$ cat src/sv/window_extreme_bars_since_assert.svh
// assertion macros shared by the bars-since controller and datapath
// no dependencies; empty bodies when SYNTHESIS is defined
`ifndef WINDOW_EXTREME_BARS_SINCE_ASSERT_SVH
`define WINDOW_EXTREME_BARS_SINCE_ASSERT_SVH
`ifndef SYNTHESIS
`define WEBS_ASSERT_IMP(label, clk, rst_n, ante, cons, msg) \
    label: assert property (@(posedge clk) disable iff (!rst_n) (ante) |-> (cons)) \
        else $error(msg);
`define WEBS_ASSERT_NXT(label, clk, rst_n, ante, cons, msg) \
    label: assert property (@(posedge clk) disable iff (!rst_n) (ante) |=> (cons)) \
        else $error(msg);
`else
`define WEBS_ASSERT_IMP(label, clk, rst_n, ante, cons, msg)
`define WEBS_ASSERT_NXT(label, clk, rst_n, ante, cons, msg)
`endif
`endif

$ cat src/sv/webs_pkg.sv
// types and constants for the windowed extreme bars-since block
// used by every module of the block but webs_ram; no dependencies
package webs_pkg;

    localparam int HISTORY_DEPTH = 1024;
    localparam int ADDR_W        = $clog2(HISTORY_DEPTH);
    localparam int CNT_W         = $clog2(HISTORY_DEPTH + 1);

    localparam int SAMPLE_W   = 32;
    localparam int BARS_W     = 10;
    localparam int ABS_TOL_W  = 31;
    localparam int REL_TOL_W  = 32;
    localparam int TOL_W      = 33;
    localparam int CMP_W      = 35;
    localparam int CFG_DATA_W = 32;
    localparam int CFG_IDX_W  = 2;

    localparam logic [CNT_W-1:0] DEPTH_CNT = CNT_W'(HISTORY_DEPTH);
    localparam logic [ADDR_W-1:0] LAST_ADDR = ADDR_W'(HISTORY_DEPTH - 1);

    localparam logic signed [SAMPLE_W-1:0] MISSING_SAMPLE = {1'b1, {(SAMPLE_W-1){1'b0}}};

    localparam logic [CFG_IDX_W-1:0] CFG_FIND_LOWEST = 2'd0;
    localparam logic [CFG_IDX_W-1:0] CFG_ABS_TOL     = 2'd1;
    localparam logic [CFG_IDX_W-1:0] CFG_REL_TOL     = 2'd2;

    typedef struct packed {
        logic                       new_series;
        logic signed [SAMPLE_W-1:0] sample;
        logic                       sample_missing;
        logic signed [31:0]         window_length;
        logic                       window_missing;
    } t_in;

    typedef struct packed {
        logic [BARS_W-1:0] bars_since;
        logic              result_missing;
    } t_out;

    // controller to datapath
    typedef struct packed {
        logic load;
        logic issue;
        logic out_load;
    } t_cmd;

    // datapath to controller
    typedef struct packed {
        logic skip;
        logic issue_last;
        logic scan_done;
    } t_status;

endpackage

$ cat src/sv/webs_ctrl.sv
// sequencing state machine for the bars-since block
// depends on webs_pkg and window_extreme_bars_since_assert.svh
`include "window_extreme_bars_since_assert.svh"

module webs_ctrl (
    input  logic              i_clk,
    input  logic              i_rst_n,
    input  logic              i_in_valid,
    output logic              o_in_stall,
    output logic              o_out_valid,
    input  logic              i_out_stall,
    output webs_pkg::t_cmd    o_cmd,
    input  webs_pkg::t_status i_status
);

    typedef enum logic [2:0] {
        S_IDLE,
        S_DECIDE,
        S_SCAN,
        S_DRAIN,
        S_FINISH
    } t_state;

    t_state r_state;
    t_state n_state;
    logic   r_out_valid;
    logic   out_free;

    assign out_free = !r_out_valid || !i_out_stall;

    always_comb begin
        o_cmd.load     = i_in_valid && (r_state == S_IDLE);
        o_cmd.issue    = (r_state == S_SCAN);
        o_cmd.out_load = (r_state == S_FINISH) && out_free;
    end

    always_comb begin
        n_state = r_state;
        case (r_state)
            S_IDLE: begin
                if (i_in_valid) n_state = S_DECIDE;
            end
            S_DECIDE: begin
                n_state = i_status.skip ? S_FINISH : S_SCAN;
            end
            S_SCAN: begin
                if (i_status.issue_last) n_state = S_DRAIN;
            end
            S_DRAIN: begin
                if (i_status.scan_done) n_state = S_FINISH;
            end
            S_FINISH: begin
                if (out_free) n_state = S_IDLE;
            end
            default: begin
                n_state = S_IDLE;
            end
        endcase
    end

    always_ff @(posedge i_clk) begin
        if (!i_rst_n) begin
            r_state     <= S_IDLE;
            r_out_valid <= 1'b0;
        end else begin
            r_state <= n_state;
            if (o_cmd.out_load) begin
                r_out_valid <= 1'b1;
            end else if (!i_out_stall) begin
                r_out_valid <= 1'b0;
            end
        end
    end

    assign o_in_stall  = (r_state != S_IDLE);
    assign o_out_valid = r_out_valid;

    // the last candidate only reaches the compare stage after issuing stops
    `WEBS_ASSERT_IMP(a_done_in_drain, i_clk, i_rst_n, i_status.scan_done, r_state == S_DRAIN, "scan finished outside drain")
    `WEBS_ASSERT_NXT(a_finish_shows, i_clk, i_rst_n, (r_state == S_FINISH) && !r_out_valid, r_out_valid, "finished result not presented")
    `WEBS_ASSERT_NXT(a_out_held, i_clk, i_rst_n, r_out_valid && i_out_stall, r_out_valid, "stalled result dropped")

endmodule

$ cat config.mk
export PLATFORM = sky130hd
export DESIGN_NAME = webs_ctrl
export DESIGN_NICKNAME = d
export VERILOG_FILES = /design/src/sv/webs_pkg.sv /design/src/sv/webs_ctrl.sv
export VERILOG_INCLUDE_DIRS = /design/src /design/src/sv
export SDC_FILE = /design/constraint.sdc
export NUM_CORES = 1
export LEC_CHECK = 0
export ABC_AREA = 1
export BUFFER_PORTS_ARGS = -buffer_cell sky130_fd_sc_hd__buf_2
export CAP_MARGIN = 25
export CORE_AREA = 2 2 39 41
export CTS_CLUSTER_DIAMETER = 30
export DETAILED_ROUTE_END_ITERATION = 12
export DIE_AREA = 0 0 41 43
export PLACE_DENSITY = 0.49
export SYNTH_ARGS = -nofsm -noshare
export SYNTH_HDL_FRONTEND = slang
export SYNTH_SLANG_ARGS = --single-unit
$ cat constraint.sdc
create_clock -name i_clk -period 1.1 [get_ports i_clk]
set_clock_uncertainty 0.05 [all_clocks]
set_input_delay 0.055 -clock i_clk [delete_from_list [all_inputs] [get_ports i_clk]]
set_output_delay 0.055 -clock i_clk [all_outputs]
set_load 0.05 [all_outputs]
==> out/metrics.yaml, run 1 <==
worst_setup_path:
  worstPathArrival_ps: 1070
  rrSetupSlack_ps: 20
  critPathKind: "flip-flop to output pin"
  startpoint_type: "flip-flop"
  reg2regPathDepth: 6
  crit_required_ps: 1000
  path_buf_inv: 2
  crit_path_frequent_cell: "buf_6"
  critPathTopFamily: "flip-flops"
  worst-path-max-fanout: 4
  max_stage_delay_ps: 350
  cp_slowest_cell: "dfxtp_4"
  r2r-start: "r_state[2]"
  r2r-end: "r_state[0]"
  path_cells: "buf_6, nor3_4, buf_6"
  cp-end-kind: "output pin"
drt:
  wire_per_inst_um: 7.76
  route.detailed.drc: 0
  vias: 288
  vias_per_cell: 4.00
  drt_iter0_drc: 2
  wirelength_um: 559
  ant_nets: 0
  firstDrtPassIters: 4
yosys:
  synth_seq_cells: 4
  yosysUniqueCellTypes: 9
  synthCells: 37
  syn_nets: 44
  seq_area_frac_synth_pct: 36.0
  yosysWarnings: 0
  syn_area_per_cell_sq_um: 6.02
  synth_area_sq_um: 223
grt:
  use_met3_pct: 3.14
  antenna_found_initial: 0
  grt_pass1_vias: 242
  grt.busiest_layer: "met2"
  grt_overflow: 0
  globalRouteMet1Util_pct: 8.65
  met2_usage_pct: 10.6
  grt_start_max_net_pins: 6
  grt_pass1_wl_um: 883
  gr-usage-all-layers_pct: 7.62
cells_and_area:
  drive_gt1_share_pct: 55.4
  antenna_cells: 0
  stdcell_count: 72
  fin_nets: 65
  syn_to_final_growth_pct: 101
  final_cell_mix: "nand2_1 (7), buf_2 (7), buf_6 (6), inv_1 (5), a21oi_1 (5)"
  post-route-util_pct: 32.3
power_and_ir_drop:
  peakVddDrop_v: 0.00104
  p_leak_nw: 0.225
  p_per_area_nw_per_um2: 2120
  total_power_uw: 945
outcome:
  violations: "negative setup slack"
  status: "complete, but fails checks"
clock_tree:
  postCtsHoldBufs: 0
  clk_pin_slew_ps: 30
  clock_latency_ps: 230
  clock-sinks: 4
  cts_tree: "yes"
  htreeDepth: 1
  cts_root_buf: "clkbuf_4"
  cts-buffers-inserted: 3
  clockBufferDepth: 2
sta:
  relSlewSlack_pct: 83.7
  maxSlewViolCount: 0
  worstMarginPinSlew_ps: 246
  setup_viol: 3
  hold_ws_ps: 33.0
  rsz0062_at_grt: "yes"
  min_period_over_period_pct: 106
  period_minus_slack_ps: 1170
  fmax_ghz: 0.854
  worst_slack_ps: -70.4
  hold_viol: 0
floorplanning:
  die_h_um: 43
  io_pins: 12
  initial_core_util_pct: 16.1
  die_w_um: 41
  core_sq_um: 1380
  rows: 14
  die_area_sq_um: 1760
worst_hold_path:
  min_from: "i_rst_n"
  min_to: "r_state[1]"
  hold_depth: 3
  hold_class: "primary input to flip-flop"
place:
  dp.cells: 68
  gp_congestion: 0.804
  io_buffers: 11
  dp_hpwl_um: 489
  dp_slack_ps: -32.3
job:
  drv_cap: 0
==> logic make-up after synthesis <==
family	Yosys count	share of synthesized area [%]
flops	4	36.0
compound gates	6	14.6
simple gates	21	39.3
buf+inv	6	10.1
==> flip-flops by register name (all words and copies together) (netlist names) <==
signal and cells:
r_state 3, o_out_valid 1
==> how the worst max path moves through the flow <==
stage	startpoint	end	slack (ps)	cells after the start
2_1_floorplan	r_state[1]	r_state[1]	-110	4
3_3_place_gp	r_state[2]	r_state[2]	-50	6
3_5_place_dp	r_state[2]	r_state[0]	-30	6
4_1_cts	r_state[0]	o_cmd[1]	-90	3
5_1_grt	r_state[2]	o_cmd[1]	-100	3
6_report	r_state[2]	o_cmd[1]	-70	3
==> cells in the mapped netlist <==
cell / number / area [sq um]
nand3_1: 4 / 20.0
dfxtp_1: 4 / 80.1
nor2_2: 1 / 6.26
nor2_1: 7 / 26.3
nor3_1: 1 / 5.00
nand2_1: 8 / 30.0
inv_1: 6 / 22.5
o21a_1: 1 / 7.51
a21oi_1: 5 / 25.0
==> cell type report <==
| type | instances | area, sq um |
|---|---|---|
| clock buffer | 3 | 22.5 |
| fill | 149 | 937 |
| inverter | 6 | 25.0 |
| multi-input combinational | 27 | 159 |
| sequential | 4 | 95.1 |
| tap | 16 | 20.0 |
| timing repair buffer | 16 | 125 |
==> power breakdown <==
part           switching (mW)  internal, mW
Combinational           0.324         0.213
Clock                  0.0552         0.122
Sequential             0.0462         0.184
==> routing by layer <==
metal	wire, um	vias to the layer above
li1	-	155
met1	231	125
met2	303	8
met3	24	0
met4	0	0
met5	0	-
==> tightest hold or removal path, cell delays in order <==
cell and delay (ps):
buf_2 100, nand3_1 70, a21oi_1 40
==> stage by stage <==
stage / TNS, ps / area, sq um
6_report: -162 / 447
5_1_grt: -502 / 447
4_1_cts: -248 / 433
3_5_place_dp: -47.4 / 374
3_3_place_gp: -134 / 374
2_1_floorplan: -112 / 269
==> timing repair <==
| action | in CTS | in global routing |
|---|---|---|
| setup buffers | 0 | 1 |
| pin swaps | 4 | 1 |
| gates resized for setup | 13 | 2 |
| endpoints found under the hold margin | 0 | 0 |
| setup endpoints to repair | 7 | 7 |
No activity file was read; power rests on OpenSTA's default activity.
==> run 2, diff against run 1 <==
--- a/config.mk
+++ b/config.mk
@@ -6,14 +6,13 @@
 export SDC_FILE = /design/constraint.sdc
 export NUM_CORES = 1
 export LEC_CHECK = 0
-export ABC_AREA = 1
 export BUFFER_PORTS_ARGS = -buffer_cell sky130_fd_sc_hd__buf_2
 export CAP_MARGIN = 25
 export CORE_AREA = 2 2 39 41
 export CTS_CLUSTER_DIAMETER = 30
 export DETAILED_ROUTE_END_ITERATION = 12
 export DIE_AREA = 0 0 41 43
-export PLACE_DENSITY = 0.49
+export PLACE_DENSITY = 0.47
 export SYNTH_ARGS = -nofsm -noshare
 export SYNTH_HDL_FRONTEND = slang
 export SYNTH_SLANG_ARGS = --single-unit
==> constraint.sdc (replaced) <==
create_clock -name i_clk -period 1.3 [get_ports i_clk]
set_clock_uncertainty 0.05 [all_clocks]
set_input_delay 0.065 -clock i_clk [delete_from_list [all_inputs] [get_ports i_clk]]
set_output_delay 0.065 -clock i_clk [all_outputs]
set_load 0.05 [all_outputs]
==> run 2 against run 1 <==
Compared with the run above: the run still ends with negative setup slack left; sequential share of layout area grew 1.4 points; combinational power shrank 76%; worst hold slack gained 53 ps; critical path type unchanged; first-iteration DRC count shrank 50%; routed wire length shrank 7.5%; cell count shrank 19%; count of clock-buffer cells in the layout is the same; setup slack gained 48 ps.
==> out/metrics.yaml, run 2 <==
outcome:
  status: "complete, but fails checks"
  violations: "negative setup slack"
grt:
  use_met3_pct: 3.14  # unchanged
  grt_pass1_vias: 219  # -9.5%
  grt.busiest_layer: "met1"
  grt_start_max_net_pins: 8  # +2
  gr-usage-all-layers_pct: 7.22  # -0.40 points
  grt_pass1_wl_um: 793  # -10%
  met2_usage_pct: 8.13  # -2.5 points
  antenna_found_initial: 0  # unchanged
  globalRouteMet1Util_pct: 8.97  # +0.32 points
  grt_overflow: 0  # unchanged
yosys:
  yosys-top-cells-area: "dfxtp_1 (37%), a21oi_1 (9.4%), a2111oi_2 (7.0%)"
  yosys.area_share.simple_pct: 27.5  # -12 points
  synth_top_family_by_area: "simple AND/OR/NAND/NOR gates"
  synth_commonest_cells: "a21oi_1 (4), dfxtp_1 (4), inv_1 (3)"
  synth_area_leader_cell: "dfxtp_1"
  async_flop_share_pct: 0  # unchanged
  yosysUniqueCellTypes: 16  # +7
  synth_area_sq_um: 214  # -3.9%
  syn_nets: 34  # -23%
  synth_edf_count: 0  # unchanged
  syn_area_per_cell_sq_um: 7.92  # +32%
  synthCells: 27  # -27%
  synth-xor-area-share_pct: 0  # unchanged
  yosys.area.top_type_share_pct: 37.4  # +1.5 points
  synth_compound_area_share_pct: 22.8  # +8.2 points
  synth_ff_type: "dfxtp_1"
  synthMuxAreaShare_pct: 4.68  # +4.7 points
  synth_seq_cells: 4  # unchanged
  yosysWarnings: 0  # unchanged
  seq_area_frac_synth_pct: 37.4  # +1.5 points
  synth_fa_ha_area_share_pct: 0  # unchanged
worst_setup_path:
  path_cells: "or3_4, nor2_4, buf_8"
  r2r-end: "r_state[2]"
  crit_required_ps: 1190  # +190 ps
  rrSetupSlack_ps: 210  # +190 ps
  r2r-start: "r_state[0]"
  critPathKind: "flip-flop to output pin"
  reg2regPathDepth: 3  # -3
  startpoint_type: "flip-flop"
  cp_slowest_cell: "or3_4"
  worstPathArrival_ps: 1210  # +140 ps
  cp-end-kind: "output pin"
  startpoint: "r_state[1]"
  worst-path-max-fanout: 6  # +2
  max_stage_delay_ps: 400  # +50 ps
worst_hold_path:
  hold_class: "primary input to flip-flop"
  min_to: "o_out_valid"
  hold_depth: 3  # unchanged
  min_from: "i_out_stall"
sta:
  setup_viol: 2  # -1
  maxSlewViolCount: 0  # unchanged
  period_minus_slack_ps: 1320
  min_period_over_period_pct: 102
  fmax_ghz: 0.756
  rsz0062_at_grt: "yes"
  worstMarginPinSlew_ps: 255  # +9.30 ps
  setup_tns_ps: -22.4  # +139 ps
  worst_slack_ps: -22.4  # +48.0 ps
  hold_viol: 0  # unchanged
  relSlewSlack_pct: 83.0  # -0.77 points
job:
  drv_cap: 0  # unchanged
clock_tree:
  htreeDepth: 1  # unchanged
  cts_root_buf: "clkbuf_4"
  clock-sinks: 4  # unchanged
  clk_pin_slew_ps: 40  # about the same
  postCtsHoldBufs: 0  # unchanged
  clockBufferDepth: 2  # unchanged
  cts-buffers-inserted: 3  # unchanged
  clock_latency_ps: 230  # about the same
  cts_tree: "yes"
drt:
  vias_per_cell: 4.07  # +1.7%
  drt_iter0_drc: 1  # -1
  route.detailed.drc: 0  # unchanged
  wire_per_inst_um: 8.91  # +15%
  firstDrtPassIters: 2  # -2
  vias: 236  # -18%
  wirelength_um: 517  # -7.5%
  ant_nets: 0  # unchanged
cells_and_area:
  mostFrequentLayoutCell: "buf_2"
  drive_gt1_share_pct: 54.8  # -0.60 points
  fin_nets: 51  # -22%
  largest_reg_flops: 3  # unchanged
  antenna_cells: 0  # unchanged
  regMostFlops: "r_state"
  final_cell_mix: "buf_2 (8), clkbuf_4 (4), inv_1 (3), a21oi_1 (3)"
  syn_to_final_growth_pct: 70.2
floorplanning:
  io_pins: 12  # unchanged
  die_area_sq_um: 1760  # unchanged
  die_w_um: 41  # unchanged
  initial_core_util_pct: 15.5  # -0.63 points
  rows: 14  # unchanged
  die_h_um: 43  # unchanged
  core_sq_um: 1380  # unchanged
power_and_ir_drop:
  peakVddDrop_v: 0.000288  # -72%
  p_leak_nw: 0.161  # -29%
  total_power_uw: 421  # -55%
  p_per_area_nw_per_um2: 1160  # -45%
place:
  gp_congestion: 0.705  # -12%
  dp_hpwl_um: 416  # -15%
  io_buffers: 11  # unchanged
[run 2: where the power goes]
group | internal, mW | total [mW] | switching (mW) | leakage [nW]
registers | 0.132 | 0.141 | 0.00987 | 0.0334
logic | 0.0514 | 0.128 | 0.0768 | 0.113
clock network | 0.103 | 0.151 | 0.0484 | 0.0138
total | 0.286 | 0.421 | 0.135 | 0.161
[run 2: cell type report]
cell class	count	area, sq um
multi-input cells	19	139
well taps	16	20.0
fillers	148	1020
flip-flops and latches	4	82.6
inverters	3	11.3
repair buffers	13	88.8
clock buffers	3	22.5
[run 2: kinds of logic (layout without fill, tap and decap cells)]
logic type | count (synthesis) | after routing
DFF | 4 | 4
and+or+nand+nor | 11 | 11
muxes | 1 | 1
buffers and inverters | 4 | 19
AOI/OAI and AO/OA | 7 | 7
[run 2: timing repair]
action	in CTS	in global routing
setup endpoints to repair	2	4
resized for setup	5	6
buffers inserted	0	0
[run 2: per-stage QoR]
| stage | area [sq um] | hold WS (ps) | util [%] | setup slack, ps | cells |
|---|---|---|---|---|---|
| floorplan | 225 | 184 | - | -367 | 27 |
| global placement | 310 | 328 | 22.4 | 121 | 55 |
| detailed placement | 310 | 329 | 22.4 | 105 | 55 |
| CTS | 347 | 77.2 | 25.0 | -37.0 | 58 |
| global route | 364 | 104 | 26.3 | -60.8 | 58 |
| finish | 364 | 86.3 | 26.3 | -22.4 | 58 |
[run 2: worst max-delay path: cells and delay by family, from the launching register on]
family                 cells  cell delay, ps
flip-flops                 1             330
AND/OR/NAND/NOR            2             500
buffers and inverters      1             150
[run 2: routing by layer]
layer	routed length, um	vias up
li1	-	124
met1	225	98
met2	230	12
met3	56	2
met4	5	0
met5	0	-
[run 2: worst max-delay path by stage]
| stage | endpoint | cells after the start |
|---|---|---|
| floorplan | o_cmd[2] | 3 |
| global placement | o_cmd[2] | 3 |
| detailed placement | o_cmd[2] | 3 |
| CTS | o_cmd[2] | 3 |
| global route | o_cmd[2] | 3 |
| finish | o_cmd[2] | 3 |
==> run 3, diff against run 2 <==
--- a/config.mk
+++ b/config.mk
@@ -7,7 +7,7 @@
 export NUM_CORES = 1
 export LEC_CHECK = 0
 export BUFFER_PORTS_ARGS = -buffer_cell sky130_fd_sc_hd__buf_2
-export CAP_MARGIN = 25
+export CAP_MARGIN = 5
 export CORE_AREA = 2 2 39 41
 export CTS_CLUSTER_DIAMETER = 30
 export DETAILED_ROUTE_END_ITERATION = 12
==> constraint.sdc (replaced) <==
create_clock -name i_clk -period 1.3 [get_ports i_clk]
set_clock_uncertainty 0.05 [all_clocks]
set_input_delay 0.065 -clock i_clk [delete_from_list [all_inputs] [get_ports i_clk]]
set_output_delay 0.065 -clock i_clk [all_outputs]
set_load 0.02 [all_outputs]
==> run 3 against run 2 <==
Compared with the run above: the flow now finishes without violations; first-iteration DRC count rose by 100%; sequential share of layout area up 2.0 points; count of clock-buffer cells in the layout is the same; design area is 5.2% lower; core utilization down 1.4 points; critical path depth unchanged; via count up 3.0%; die area stayed put; cell count did not move; setup slack improved by 33 ps; sequential power barely moved; worst hold slack worse by 6.2 ps.
==> out/metrics.yaml, run 3 (same netlist as run 2, synthesis figures left out) <==
sta:
  relSlewSlack_pct: 82.6  # -0.36 points
  worstMarginPinSlew_ps: 260  # +5.45 ps
  setup_viol: 0  # -2
  worst_slack_ps: 10.3  # +32.6 ps
  maxSlewViolCount: 0  # unchanged
  hold_viol: 0  # unchanged
  min_period_over_period_pct: 99.2  # -2.5 points
  period_minus_slack_ps: 1290  # -32.6 ps
  rsz0062_at_grt: "yes"
  fmax_ghz: 0.775  # +2.5%
place:
  dp_hpwl_um: 401  # -3.5%
  gp_congestion: 0.617  # -13%
  place_area_sq_um: 287  # -7.7%
  dp_slack_ps: 171  # +65.9 ps
  io_buffers: 11  # unchanged
floorplanning:
  die_area_sq_um: 1760  # unchanged
  die_w_um: 41  # unchanged
  initial_core_util_pct: 15.5  # unchanged
  core_sq_um: 1380  # unchanged
  io_pins: 12  # unchanged
  rows: 14  # unchanged
  die_h_um: 43  # unchanged
worst_hold_path:
  hold_class: "primary input to flip-flop"
  min_from: "i_out_stall"
clock_tree:
  clock-sinks: 4  # unchanged
  clockBufferDepth: 2  # unchanged
  clock_latency_ps: 230  # about the same
  cts_root_buf: "clkbuf_4"
  cts_tree: "yes"
  postCtsHoldBufs: 0  # unchanged
  clk_pin_slew_ps: 40  # about the same
  htreeDepth: 1  # unchanged
  cts-buffers-inserted: 3  # unchanged
cells_and_area:
  drive_gt1_share_pct: 50.0  # -4.8 points
  antenna_cells: 0  # unchanged
  largest_reg_flops: 3  # unchanged
  syn_to_final_growth_pct: 61.4
  post-route-util_pct: 25.0  # -1.4 points
  final_cell_mix: "buf_2 (10), a21oi_1 (4), inv_1 (3), clkbuf_4 (3)"
  regMostFlops: "r_state"
  fin_nets: 51  # unchanged
  mostFrequentLayoutCell: "buf_2"
  fill_cells: 159  # +7.4%
  final_area_sq_um: 345  # -5.2%
power_and_ir_drop:
  peakVddDrop_v: 0.000455  # +58%
  p_per_area_nw_per_um2: 1130  # -2.3%
  p_leak_nw: 0.157  # -2.6%
  total_power_uw: 390  # -7.3%
drt:
  vias_per_cell: 4.19  # +3.0%
  maxUsedRoutingLayer: "met3"
  wl_met1_um: 208  # -7.6%
  wl_met2_um: 276  # +20%
  wl_met3_um: 52  # -7.1%
  wirelength_um: 537  # +3.9%
  firstDrtPassIters: 2  # unchanged
  drt_iter0_drc: 2  # +1
  route.detailed.drc: 0  # unchanged
  vias: 243  # +3.0%
  ant_nets: 0  # unchanged
  wire_per_inst_um: 9.26  # +3.9%
worst_setup_path:
  worstPathArrival_ps: 1170  # -40 ps
  rrSetupSlack_ps: 230  # +20 ps
  r2r-start: "r_state[0]"
  crit_required_ps: 1190  # about the same
  critPathKind: "flip-flop to output pin"
  startpoint: "r_state[1]"
  worst-path-max-fanout: 4  # -2
  startpoint_type: "flip-flop"
  cp-end-kind: "output pin"
grt:
  grt_pass1_vias: 242  # +11%
  grt_overflow: 0  # unchanged
  antenna_found_initial: 0  # unchanged
  gr-usage-all-layers_pct: 7.92  # +0.70 points
  grt_pass1_wl_um: 883  # +11%
  grt_start_max_net_pins: 8  # unchanged
job:
  drv_cap: 0  # unchanged
outcome:
  status: "complete, no violations"
-- run 3: cell types whose count changed in the layout (fill, tap and decap cells not counted), sizes merged --
| cell | change |
|---|---|
| buf | +1 |
| clkbuf | -1 |
-- run 3: worst paths after layout --
path | cells past startpoint | endpoint
min reg2reg | 2 | o_out_valid
max | 3 | o_cmd[2]
max reg2reg | 3 | r_state[2]
min | 3 | o_out_valid
-- run 3: where the power goes --
group	total (mW)	internal [mW]	switching (mW)
logic	0.0945	0.0466	0.0479
clock network	0.156	0.103	0.0526
registers	0.140	0.131	0.00932
total	0.390	0.281	0.110
-- run 3: worst max-delay path, cell delays in order (launching register included) --
cell and delay, ps:
dfxtp_4 340, or3_4 400, nor2_4 90, buf_6 110
-- run 3: final cells by class --
class,instances,area [sq um],area share [%]
multi-input combinational,19,130,37.7
sequential,4,85.1,24.6
clock buffer,3,22.5,6.52
timing repair buffer,13,76.3,22.1
inverter,3,11.3,3.26
tap,16,20.0,5.80
-- run 3: repair_timing --
action | 4_1_cts | 5_1_grt
endpoints found under the hold margin | 0 | 0
gates resized for setup | 7 | 0
setup endpoints to repair | 2 | 1
buffers inserted | 2 | 0
-- run 3: metal layers --
metal  GRT usage [%]  vias up
met1            7.37      111
met3            7.85        0
li1                -      124
met2            11.9        8
met5               0        -
met4            2.00        0
-- run 3: metrics by stage --
stage                     TNS (ps)  instances  hold WS, ps
final                            0         58         80.1
after floorplan                  0         27          184
after global routing         -41.9         58         94.3
after global placement           0         53          323
after CTS                        0         58         73.3
after detailed placement         0         53          325
